===== config.mk =====
export PLATFORM = sky130hd
export DESIGN_NAME = rgba_pixel_alpha_blend
export DESIGN_NICKNAME = d
export VERILOG_FILES = /design/src/rtl/rpab_pkg.sv /design/src/rtl/rgba_pixel_alpha_blend.sv
export SDC_FILE = /design/constraint.sdc
export NUM_CORES = 2
export LEC_CHECK = 0
export ABC_AREA = 1
export BUFFER_PORTS_ARGS = -buffer_cell sky130_fd_sc_hd__buf_2
export CAP_MARGIN = 25
export CORE_MARGIN = 2
export CORE_UTILIZATION = 40
export CTS_BUF_LIST = sky130_fd_sc_hd__clkbuf_4 sky130_fd_sc_hd__clkbuf_8
export DETAILED_ROUTE_END_ITERATION = 10
export PLACE_DENSITY = 0.56
export SLEW_MARGIN = 0
export SYNTH_ARGS = -nofsm -noshare
export SYNTH_HDL_FRONTEND = slang
export SYNTH_SLANG_ARGS = --single-unit

===== constraint.sdc =====
create_clock -name clk_i -period 12.95 [get_ports clk_i]
set_input_delay 1.9425 -clock clk_i [delete_from_list [all_inputs] [get_ports clk_i]]
set_output_delay 1.9425 -clock clk_i [all_outputs]
set_load 0.1 [all_outputs]

===== src/rtl/rpab_pkg.sv =====
// Shared types and constants for the RGBA pixel alpha blend block.
// Used by rgba_pixel_alpha_blend; depends on nothing else.
`timescale 1ns / 1ps
`default_nettype none

package rpab_pkg;

  localparam logic [7:0] OPAQUE     = 8'd255;
  localparam logic [7:0] ROUND_HALF = 8'h80;

  // One quotient bit is resolved per division stage.
  localparam int unsigned NUM_DIV = 8;

  typedef enum logic [1:0] {
    MODE_KEEP,
    MODE_COPY,
    MODE_BLEND
  } mode_e;

  typedef struct packed {
    logic [7:0] sr;
    logic [7:0] sg;
    logic [7:0] sb;
    logic [7:0] sa;
    logic [7:0] dr;
    logic [7:0] dg;
    logic [7:0] db;
    logic [7:0] da;
    mode_e      mode;
  } pix_t;

endpackage

`default_nettype wire


===== src/rtl/rgba_pixel_alpha_blend.sv =====
// Top level of the RGBA "over" alpha blend pipeline, one pixel per item.
// Depends on rpab_pkg for the pixel struct, mode codes and constants.
`timescale 1ns / 1ps
`default_nettype none

// The block takes one source and one destination RGBA pixel per item and
// returns the blended destination pixel, at one item per clock when the
// output side keeps up. Stage 0 forms dstA*(255-srcA), stage 1 divides it
// by 255 with a reciprocal multiply and sets up the weight division, the
// division stages resolve the 8-bit colour weight one quotient bit per
// stage, the multiply stage multiplies the four channel deltas, and the
// output stage rounds and registers the result. Each stage holds its own
// valid bit, so a stall at the output only holds the stages that are full
// and empty stages keep taking new items.
module rgba_pixel_alpha_blend (
  input  wire        clk_i,
  input  wire        rst_ni,
  input  wire        in_valid_i,
  output logic       in_ready_o,
  input  wire  [7:0] src_red_i,
  input  wire  [7:0] src_green_i,
  input  wire  [7:0] src_blue_i,
  input  wire  [7:0] src_alpha_i,
  input  wire  [7:0] dst_red_i,
  input  wire  [7:0] dst_green_i,
  input  wire  [7:0] dst_blue_i,
  input  wire  [7:0] dst_alpha_i,
  output logic       out_valid_o,
  input  wire        out_ready_i,
  output logic [7:0] out_red_o,
  output logic [7:0] out_green_o,
  output logic [7:0] out_blue_o,
  output logic [7:0] out_alpha_o
);

  localparam int unsigned ND = rpab_pkg::NUM_DIV;

  // Stage enables.
  logic          en0;
  logic          en1;
  logic [ND-1:0] en_div;
  logic          en_mul;
  logic          en_out;

  // Stage 0: classification and dstA*(255-srcA).
  logic            v0_q;
  rpab_pkg::pix_t  pix0_q, pix0_d;
  logic [15:0]     prod0_q, prod0_d;

  // Stage 1: divisor and dividend of the weight division.
  logic            v1_q;
  rpab_pkg::pix_t  pix1_q;
  logic [25:0]     recip;
  logic [15:0]     num1;
  logic [7:0]      den1_q, den1_d;
  logic [7:0]      rem1_q, rem1_d;
  logic [7:0]      lo1_q, lo1_d;

  // Division stages.
  logic [ND-1:0]   vd_q;
  rpab_pkg::pix_t  pixd_q [ND];
  logic [7:0]      dend_q [ND];
  logic [7:0]      remd_q [ND];
  logic [7:0]      remd_d [ND];
  logic [7:0]      lod_q  [ND];
  logic [7:0]      lod_d  [ND];
  logic [7:0]      rin    [ND];
  logic [7:0]      lin    [ND];
  logic [7:0]      din    [ND];
  logic [8:0]      r9     [ND];
  logic [8:0]      sub9   [ND];

  // Multiply stage: channel 0..2 are red, green, blue and 3 is alpha.
  logic            vm_q;
  rpab_pkg::pix_t  pixm_q;
  logic [17:0]     tm_q [4];
  logic [17:0]     tm_d [4];
  logic [7:0]      tgt  [4];
  logic [7:0]      old  [4];
  logic [8:0]      dlt  [4];
  logic [7:0]      kwt  [4];
  logic [7:0]      oldm [4];

  // Output stage.
  logic            vo_q;
  logic [7:0]      out_q [4];
  logic [7:0]      out_d [4];
  logic [18:0]     rnd   [4];
  logic [7:0]      blend [4];

  // Handshake chain: a stage may load when it is empty or its item moves on.
  always_comb begin
    en_out = ~vo_q | out_ready_i;
    en_mul = ~vm_q | en_out;
    en_div[ND-1] = ~vd_q[ND-1] | en_mul;
    for (int j = ND - 2; j >= 0; j--) begin
      en_div[j] = ~vd_q[j] | en_div[j+1];
    end
    en1 = ~v1_q | en_div[0];
    en0 = ~v0_q | en1;
  end

  assign in_ready_o = en0;

  // Stage 0.
  always_comb begin
    pix0_d.sr = src_red_i;
    pix0_d.sg = src_green_i;
    pix0_d.sb = src_blue_i;
    pix0_d.sa = src_alpha_i;
    pix0_d.dr = dst_red_i;
    pix0_d.dg = dst_green_i;
    pix0_d.db = dst_blue_i;
    pix0_d.da = dst_alpha_i;
    if (src_alpha_i == 8'd0) begin
      pix0_d.mode = rpab_pkg::MODE_KEEP;
    end else if (src_alpha_i == rpab_pkg::OPAQUE) begin
      pix0_d.mode = rpab_pkg::MODE_COPY;
    end else begin
      pix0_d.mode = rpab_pkg::MODE_BLEND;
    end
    prod0_d = 16'(dst_alpha_i) * 16'(rpab_pkg::OPAQUE - src_alpha_i);
  end

  // Stage 1: floor(p/255) is ((p+1)*257) >> 16 for every product that occurs.
  always_comb begin
    recip  = (26'(prod0_q) + 26'd1) * 26'd257;
    den1_d = pix0_q.sa + recip[23:16];
    num1   = {pix0_q.sa, 8'h00} - 16'(pix0_q.sa);
    rem1_d = num1[15:8];
    lo1_d  = num1[7:0];
  end

  // Restoring division, one quotient bit per stage. The quotient bits shift
  // into the low dividend byte as its bits shift out.
  always_comb begin
    rin[0] = rem1_q;
    lin[0] = lo1_q;
    din[0] = den1_q;
    for (int j = 1; j < ND; j++) begin
      rin[j] = remd_q[j-1];
      lin[j] = lod_q[j-1];
      din[j] = dend_q[j-1];
    end
    for (int j = 0; j < ND; j++) begin
      r9[j]   = {rin[j], lin[j][7]};
      sub9[j] = r9[j] - {1'b0, din[j]};
      if (r9[j] >= {1'b0, din[j]}) begin
        remd_d[j] = sub9[j][7:0];
        lod_d[j]  = {lin[j][6:0], 1'b1};
      end else begin
        remd_d[j] = r9[j][7:0];
        lod_d[j]  = {lin[j][6:0], 1'b0};
      end
    end
  end

  // Multiply stage: (target - old) * k in 18-bit two's complement.
  always_comb begin
    tgt[0] = pixd_q[ND-1].sr;
    tgt[1] = pixd_q[ND-1].sg;
    tgt[2] = pixd_q[ND-1].sb;
    tgt[3] = rpab_pkg::OPAQUE;
    old[0] = pixd_q[ND-1].dr;
    old[1] = pixd_q[ND-1].dg;
    old[2] = pixd_q[ND-1].db;
    old[3] = pixd_q[ND-1].da;
    kwt[0] = lod_q[ND-1];
    kwt[1] = lod_q[ND-1];
    kwt[2] = lod_q[ND-1];
    kwt[3] = pixd_q[ND-1].sa;
    for (int c = 0; c < 4; c++) begin
      dlt[c]  = {1'b0, tgt[c]} - {1'b0, old[c]};
      tm_d[c] = {{9{dlt[c][8]}}, dlt[c]} * {10'b0, kwt[c]};
    end
  end

  // Output stage: floor((t + floor(t/256) + 0x80) / 256) added to the old value.
  always_comb begin
    oldm[0] = pixm_q.dr;
    oldm[1] = pixm_q.dg;
    oldm[2] = pixm_q.db;
    oldm[3] = pixm_q.da;
    for (int c = 0; c < 4; c++) begin
      rnd[c]   = {tm_q[c][17], tm_q[c]} + {{9{tm_q[c][17]}}, tm_q[c][17:8]}
                 + {11'b0, rpab_pkg::ROUND_HALF};
      blend[c] = oldm[c] + rnd[c][15:8];
    end
    case (pixm_q.mode)
      rpab_pkg::MODE_KEEP: begin
        out_d[0] = pixm_q.dr;
        out_d[1] = pixm_q.dg;
        out_d[2] = pixm_q.db;
        out_d[3] = pixm_q.da;
      end
      rpab_pkg::MODE_COPY: begin
        out_d[0] = pixm_q.sr;
        out_d[1] = pixm_q.sg;
        out_d[2] = pixm_q.sb;
        out_d[3] = pixm_q.sa;
      end
      default: begin
        out_d = blend;
      end
    endcase
  end

  // Valid bits.
  always_ff @(posedge clk_i or negedge rst_ni) begin
    if (!rst_ni) begin
      v0_q <= 1'b0;
      v1_q <= 1'b0;
      vd_q <= '0;
      vm_q <= 1'b0;
      vo_q <= 1'b0;
    end else begin
      if (en0) begin
        v0_q <= in_valid_i;
      end
      if (en1) begin
        v1_q <= v0_q;
      end
      if (en_div[0]) begin
        vd_q[0] <= v1_q;
      end
      for (int j = 1; j < ND; j++) begin
        if (en_div[j]) begin
          vd_q[j] <= vd_q[j-1];
        end
      end
      if (en_mul) begin
        vm_q <= vd_q[ND-1];
      end
      if (en_out) begin
        vo_q <= vm_q;
      end
    end
  end

  // Payload registers.
  always_ff @(posedge clk_i) begin
    if (en0) begin
      pix0_q  <= pix0_d;
      prod0_q <= prod0_d;
    end
    if (en1) begin
      pix1_q <= pix0_q;
      den1_q <= den1_d;
      rem1_q <= rem1_d;
      lo1_q  <= lo1_d;
    end
    if (en_div[0]) begin
      pixd_q[0] <= pix1_q;
    end
    for (int j = 1; j < ND; j++) begin
      if (en_div[j]) begin
        pixd_q[j] <= pixd_q[j-1];
      end
    end
    for (int j = 0; j < ND; j++) begin
      if (en_div[j]) begin
        dend_q[j] <= din[j];
        remd_q[j] <= remd_d[j];
        lod_q[j]  <= lod_d[j];
      end
    end
    if (en_mul) begin
      pixm_q <= pixd_q[ND-1];
      tm_q   <= tm_d;
    end
    if (en_out) begin
      out_q <= out_d;
    end
  end

  assign out_valid_o = vo_q;
  assign out_red_o   = out_q[0];
  assign out_green_o = out_q[1];
  assign out_blue_o  = out_q[2];
  assign out_alpha_o = out_q[3];

  // An empty output register lets every stage load, so the input is ready.
  assert property (@(posedge clk_i) disable iff (!rst_ni)
    !out_valid_o |-> in_ready_o)
    else $error("input stalled while the output register is empty");

  // A ready output side never holds back the input.
  assert property (@(posedge clk_i) disable iff (!rst_ni)
    out_ready_i |-> in_ready_o)
    else $error("input stalled while the output side is ready");

  // The division remainder of a blended item stays below its divisor.
  assert property (@(posedge clk_i) disable iff (!rst_ni)
    (vd_q[ND-1] && pixd_q[ND-1].mode == rpab_pkg::MODE_BLEND)
      |-> (remd_q[ND-1] < dend_q[ND-1]))
    else $error("weight division remainder not below divisor");

endmodule

`default_nettype wire

# ---- After elaboration in Yosys (flattened, before gate mapping)
# Memories as Yosys holds them, arrays and structs flattened.
# Cells that the tools add are included.
dict set report totals {
  input_bits 68
  reg_bits 354
  memories 4
  mem_bits_rw 720
  elab_cells 159
}
# name words width read_ports rd_ports_with_merged_regs write_ports line_no
set memory_table {}
lappend memory_table {pixd_q 8 66 8 0 8 rgba_pixel_alpha_blend.sv:61} ;# rpab_pkg::pix_t pixd_q [ND];
lappend memory_table {dend_q 8 8 7 0 8 rgba_pixel_alpha_blend.sv:62} ;# logic [7:0] dend_q [ND];
lappend memory_table {lod_q 8 8 8 0 8 rgba_pixel_alpha_blend.sv:65} ;# logic [7:0] lod_q [ND];
lappend memory_table {remd_q 8 8 7 0 8 rgba_pixel_alpha_blend.sv:63} ;# logic [7:0] remd_q [ND];
dict set report classes {
  n_addsub 28
  multipliers 6
  bitwise 24
  n_lt_le_gt_ge 8
  n_eq_ne 2
  muxes 34
  n_reduce_logical 2
}
# cell count
set op_table {}
lappend op_table {{9-bit by 8-bit >= comparator with 1-bit output} 8}
lappend op_table {{9-bit by 9-bit multiplier with 18-bit output} 4}
lappend op_table {{16-bit by 10-bit adder with 16-bit output} 4}
lappend op_table {{16-bit by 8-bit adder with 16-bit output (second input constant)} 4}
lappend op_table {{8-bit 2-to-1 mux} 8}
lappend op_table {{32-bit one-hot mux with 2 select lines} 1}
lappend op_table {{8-bit subtractor} 8}
lappend op_table {{8-bit adder} 5}
lappend op_table {{8-bit by 8-bit subtractor with 9-bit output} 3}
lappend op_table {{17-bit by 9-bit multiplier with 24-bit output (second input constant)} 1}
lappend op_table {{1-bit 2-to-1 mux} 24}
lappend op_table {{8-bit by 8-bit subtractor with 9-bit output (first input constant)} 2}
lappend op_table {{16-bit by 1-bit adder with 17-bit output (second input constant)} 1}
lappend op_table {{9-bit by 9-bit multiplier with 16-bit output} 1}
lappend op_table {{16-bit by 8-bit subtractor with 16-bit output} 1}
lappend op_table {{1-bit NOT} 12}
lappend op_table {{1-bit bitwise OR} 12}
lappend op_table {{8-bit == test (second input constant)} 1}
lappend op_table {{8-bit logical NOT} 1}
lappend op_table {{2-bit by 1-bit == test with 1-bit output (second input constant)} 1}
lappend op_table {{2-bit logical NOT} 1}
lappend op_table {{2-bit 2-to-1 mux} 1}

# ---- Longest topological paths before layout
dict set report logic_depth {
  depth_word 13
  mapped_depth 29
}

# ---- Worst setup path before layout
# No wires, ideal clock.
dict set report synth_path {
  path_kind {input to output}
  startpoint {input out_ready_i}
  endpoint {output in_ready_o}
  path_stages 10
  slack_ns 2.281
  t_arrival_ns 8.726
  path_buffers 0
  required_ns 11.007
  cell_sequence {inv_1 -> nand2_2 -> nor2_4 -> nand2_2 -> nor2_4 -> nand2_2 -> nor2_4 -> nand3_2 -> nor2_4 -> nand4_2}
}
dict set report synth_via {
  elab_chain_len 12
}
# element line_no
set synth_rtl {}
lappend synth_rtl {{start, declared} rgba_pixel_alpha_blend.sv:29} ;# input wire out_ready_i,
lappend synth_rtl {{1-bit bitwise OR} rgba_pixel_alpha_blend.sv:93} ;# en_out = ~vo_q | out_ready_i;
lappend synth_rtl {{via en_out} rgba_pixel_alpha_blend.sv:43} ;# logic en_out;
lappend synth_rtl {{1-bit bitwise OR} rgba_pixel_alpha_blend.sv:94} ;# en_mul = ~vm_q | en_out;
lappend synth_rtl {{1-bit bitwise OR} rgba_pixel_alpha_blend.sv:95} ;# en_div[ND-1] = ~vd_q[ND-1] | en_mul;
lappend synth_rtl {{via en_div[7]} rgba_pixel_alpha_blend.sv:41} ;# logic [ND-1:0] en_div;
lappend synth_rtl {{1-bit bitwise OR (2 in series)} rgba_pixel_alpha_blend.sv:97} ;# en_div[j] = ~vd_q[j] | en_div[j+1];
lappend synth_rtl {{via en_div[5]} rgba_pixel_alpha_blend.sv:41}
lappend synth_rtl {{1-bit bitwise OR (3 in series)} rgba_pixel_alpha_blend.sv:97}
lappend synth_rtl {{via en_div[2]} rgba_pixel_alpha_blend.sv:41}
lappend synth_rtl {{1-bit bitwise OR (2 in series)} rgba_pixel_alpha_blend.sv:97}
lappend synth_rtl {{1-bit bitwise OR} rgba_pixel_alpha_blend.sv:99} ;# en1 = ~v1_q | en_div[0];
lappend synth_rtl {{1-bit bitwise OR} rgba_pixel_alpha_blend.sv:100} ;# en0 = ~v0_q | en1;
lappend synth_rtl {{end, declared} rgba_pixel_alpha_blend.sv:19} ;# output logic in_ready_o,
# The timed path passes the listed nets, and every way through them passes these cells.

# ---- Final worst setup path
# Same ends and word-level chain as after synthesis.

==> results.toml <==
[route]
wl_per_cell_um = 15.77
wl_met2_mm = 51.10
antenna_left = 0
wl_met3_mm = 4.240
top_layer = "met5"
drtIter0Drc = 1684
dr_total_vias = 31540
viasPerCell = 4.697
drt-met1-wl_mm = 48.80
firstDrtPassIters = 7
drc = 0
wl_mm = 105.9

[synthesis]
synth_ff_type = "edfxtp_1"
yosysUniqueCellTypes = 49
synth_area_per_cell_um2 = 12.16
synth_nets = 5322
syn_area_um2 = 55130
synth_edf_count = 1038
async_reset_ff_share_pct = 1.143
postSynthCellCount = 4534
synth_seq_cells = 1050
ys_warn_count = 0
ys_seq_area_share_pct = 57.09

[floorplan]
dieArea_um2 = 140800
die_y_um = 375.2
num_io_pins = 102
rows = 136
initial_core_util_pct = 40.19
core_area_um2 = 137200
die_x_um = 375.2

[cts]
clkTransAtPathRegs_ns = 0.05
cts.sinks = 1050
postCtsHoldBufs = 0
cts_resized = 0
htree_levels = 4
cts_inserted_buffers = 174
clock_path_buffers = 3
worstSkewPairLatency_ns = 0.88
root_buffer = "clkbuf_8"
cts_setup_buffers = 0
cts_tree = "done"

[placed_design]
dp_hpwl_mm = 79.47
place_congestion = 0.8461
port_buffers = 101
placed_area_um2 = 57920

[cells_and_area]
nNetsFinal = 5575
drive_gt1_share_pct = 9.534
areaGrowthSynthToFinish_pct = 11.40
postLayoutCellArea_um2 = 61410
final_common_cell = "edfxtp_1"
layout_common_cells = "1,038 x edfxtp_1, 761 x inv_1, 691 x nand2_1"

[grt]
first_global_vias = 32470
grt_max_degree = 72
antenna_found_initial = 3
grt_overflow = 0
track_usage_pct = 15.57
grt_pass1_wl_mm = 173.2

[setup_path]
slowest_stage = "buf_2"
required_ns = 11.01
reg2reg_slack_ns = 7.13
endpoint_kind = "output port"
critPathMostFrequentCell = "nor2_4"
cp-start-kind = "primary input"
reg2reg_depth = 24
critPathArrivalTime_ns = 4.70
critPathMaxFanout = 34
path_cells = "buf_2 > inv_1 > nand2_2 > buf_4 > nor2_4 > nand2_4 > nor2_4 > nand2_4 > nor2_4 > nand3_4 > nor2_4 > nand4_4 > buf_2"
critPathLaunch = "out_ready_i"
path_class = "primary input to output port"
reg2reg_from = "pixd_q[1][216]"
slowest_delay_ns = 0.46
worstReg2RegEnd = "tm_q[50]"

[hold_path]
hp-start = "pixd_q[0][148]"
hold_path_class = "flip-flop to flip-flop"
min_to = "pixd_q[0][214]"
hold_depth = 0

[sta]
tightest_slew_ns = 0.9293
slew_headroom_pct = 38.05
finalHoldViolCount = 0
setup_viol = 0
min_period_ns = 6.642
drv_slew = 0
period_share_pct = 51.29
timing.fmax_mhz = 150.6
setup_tns_ns = 0
rsz0062_at_grt = "no"
finClkSkew_ns = 0.06240

[job]
drv_cap = 0

[status]
outcome = "completed"
## through the flow
step / hold slack (ns) / cells / setup WS, ns / utilization (%)
finish: 0.3952 / 6715 / 6.308 / 44.78
global route: 0.4055 / 6715 / 6.004 / 44.78
CTS: 0.3944 / 6713 / 6.118 / 44.77
detailed placement: 0.4045 / 6405 / 6.123 / 42.23
global placement: 0.4001 / 6405 / 6.161 / 42.23
floorplan: 0.4003 / 4534 / 2.281 / -
## registers in the layout, summed over array words and instances (netlist names), 7 cells and up
register	cells
remd_q	56
out_blue_o	8
pixm_q	34
prod0_q	16
vd_q	8
pix0_q	66
out_red_o	8
out_green_o	8
oldm	32
den1_q	8
tm_q	72
lo1_q	7
pixd_q	522
dend_q	56
out_alpha_o	8
pix1_q	66
lod_q	63
rem1_q	8
## routing by layer
layer | vias up | track usage [%]
met3 | 147 | 3.074
li1 | 15790 | -
met5 | - | 0
met1 | 15070 | 20.65
met4 | 2 | 4.039
met2 | 540 | 26.15
## final cells by class
class / instances / area, um^2
fillers: 12580 / 75740
flip-flops and latches: 1050 / 31470
multi-input cells: 2671 / 20650
inverters: 768 / 2892
clock buffers: 231 / 2848
well taps: 1794 / 2245
repair buffers: 122 / 663.1
clock inverters: 77 / 645.6
diodes: 2 / 5.005
## critical path, delay by kind of cell
family | cells | cell delay [ns]
buf+inv | 4 | 0.88
simple gates | 9 | 1.85
## cell usage after synthesis, types with 2 or more instances
master	number	share of area [%]
or2_2	27	0.31
clkbuf_1	37	0.25
o21ai_0	100	0.91
a211oi_1	2	0.027
nor4_1	6	0.068
and3_1	2	0.023
nand3_2	5	0.091
edfxtp_1	1038	57
nand2_1	693	4.7
o21bai_2	2	0.041
a21boi_0	3	0.041
a21o_1	18	0.25
xnor2_1	67	1.1
nor2_4	6	0.12
nand3_1	191	1.7
o21ai_1	10	0.091
inv_1	765	5.2
ha_1	451	10
fa_1	269	9.8
a31oi_1	2	0.023
buf_1	4	0.027
a221oi_1	6	0.095
buf_2	3	0.027
o21a_1	3	0.041
o31ai_1	3	0.041
nand4_1	49	0.56
nand3b_1	6	0.082
nor2_1	341	2.3
xor2_1	100	1.6
clkinv_1	3	0.020
dfrtp_1	12	0.54
o21bai_1	18	0.25
a31o_2	3	0.048
nor2_2	5	0.057
and2_1	7	0.079
nand2_2	17	0.19
o211ai_1	13	0.18
a21oi_1	219	2.0
o221ai_1	2	0.032
nor3_1	17	0.15
## cells by family after synthesis
kind of cell	Yosys count	share of synthesized area (%)
simple gates	1377	10.61
flops	1050	57.09
compound gates	407	4.088
xor+xnor	167	2.653
fa+ha+maj	720	20.00
buf+inv	813	5.556
## how the worst max path moves through the flow
stage,slack (ns),to
6_report,6.31,in_ready_o
5_1_grt,6.00,in_ready_o
4_1_cts,6.12,in_ready_o
3_5_place_dp,6.12,in_ready_o
3_3_place_gp,6.16,in_ready_o
2_1_floorplan,2.28,in_ready_o
Power is left out: the tool's default activity adds up to more than one toggle a clock period on the data nets, which glitch-free logic cannot reach.
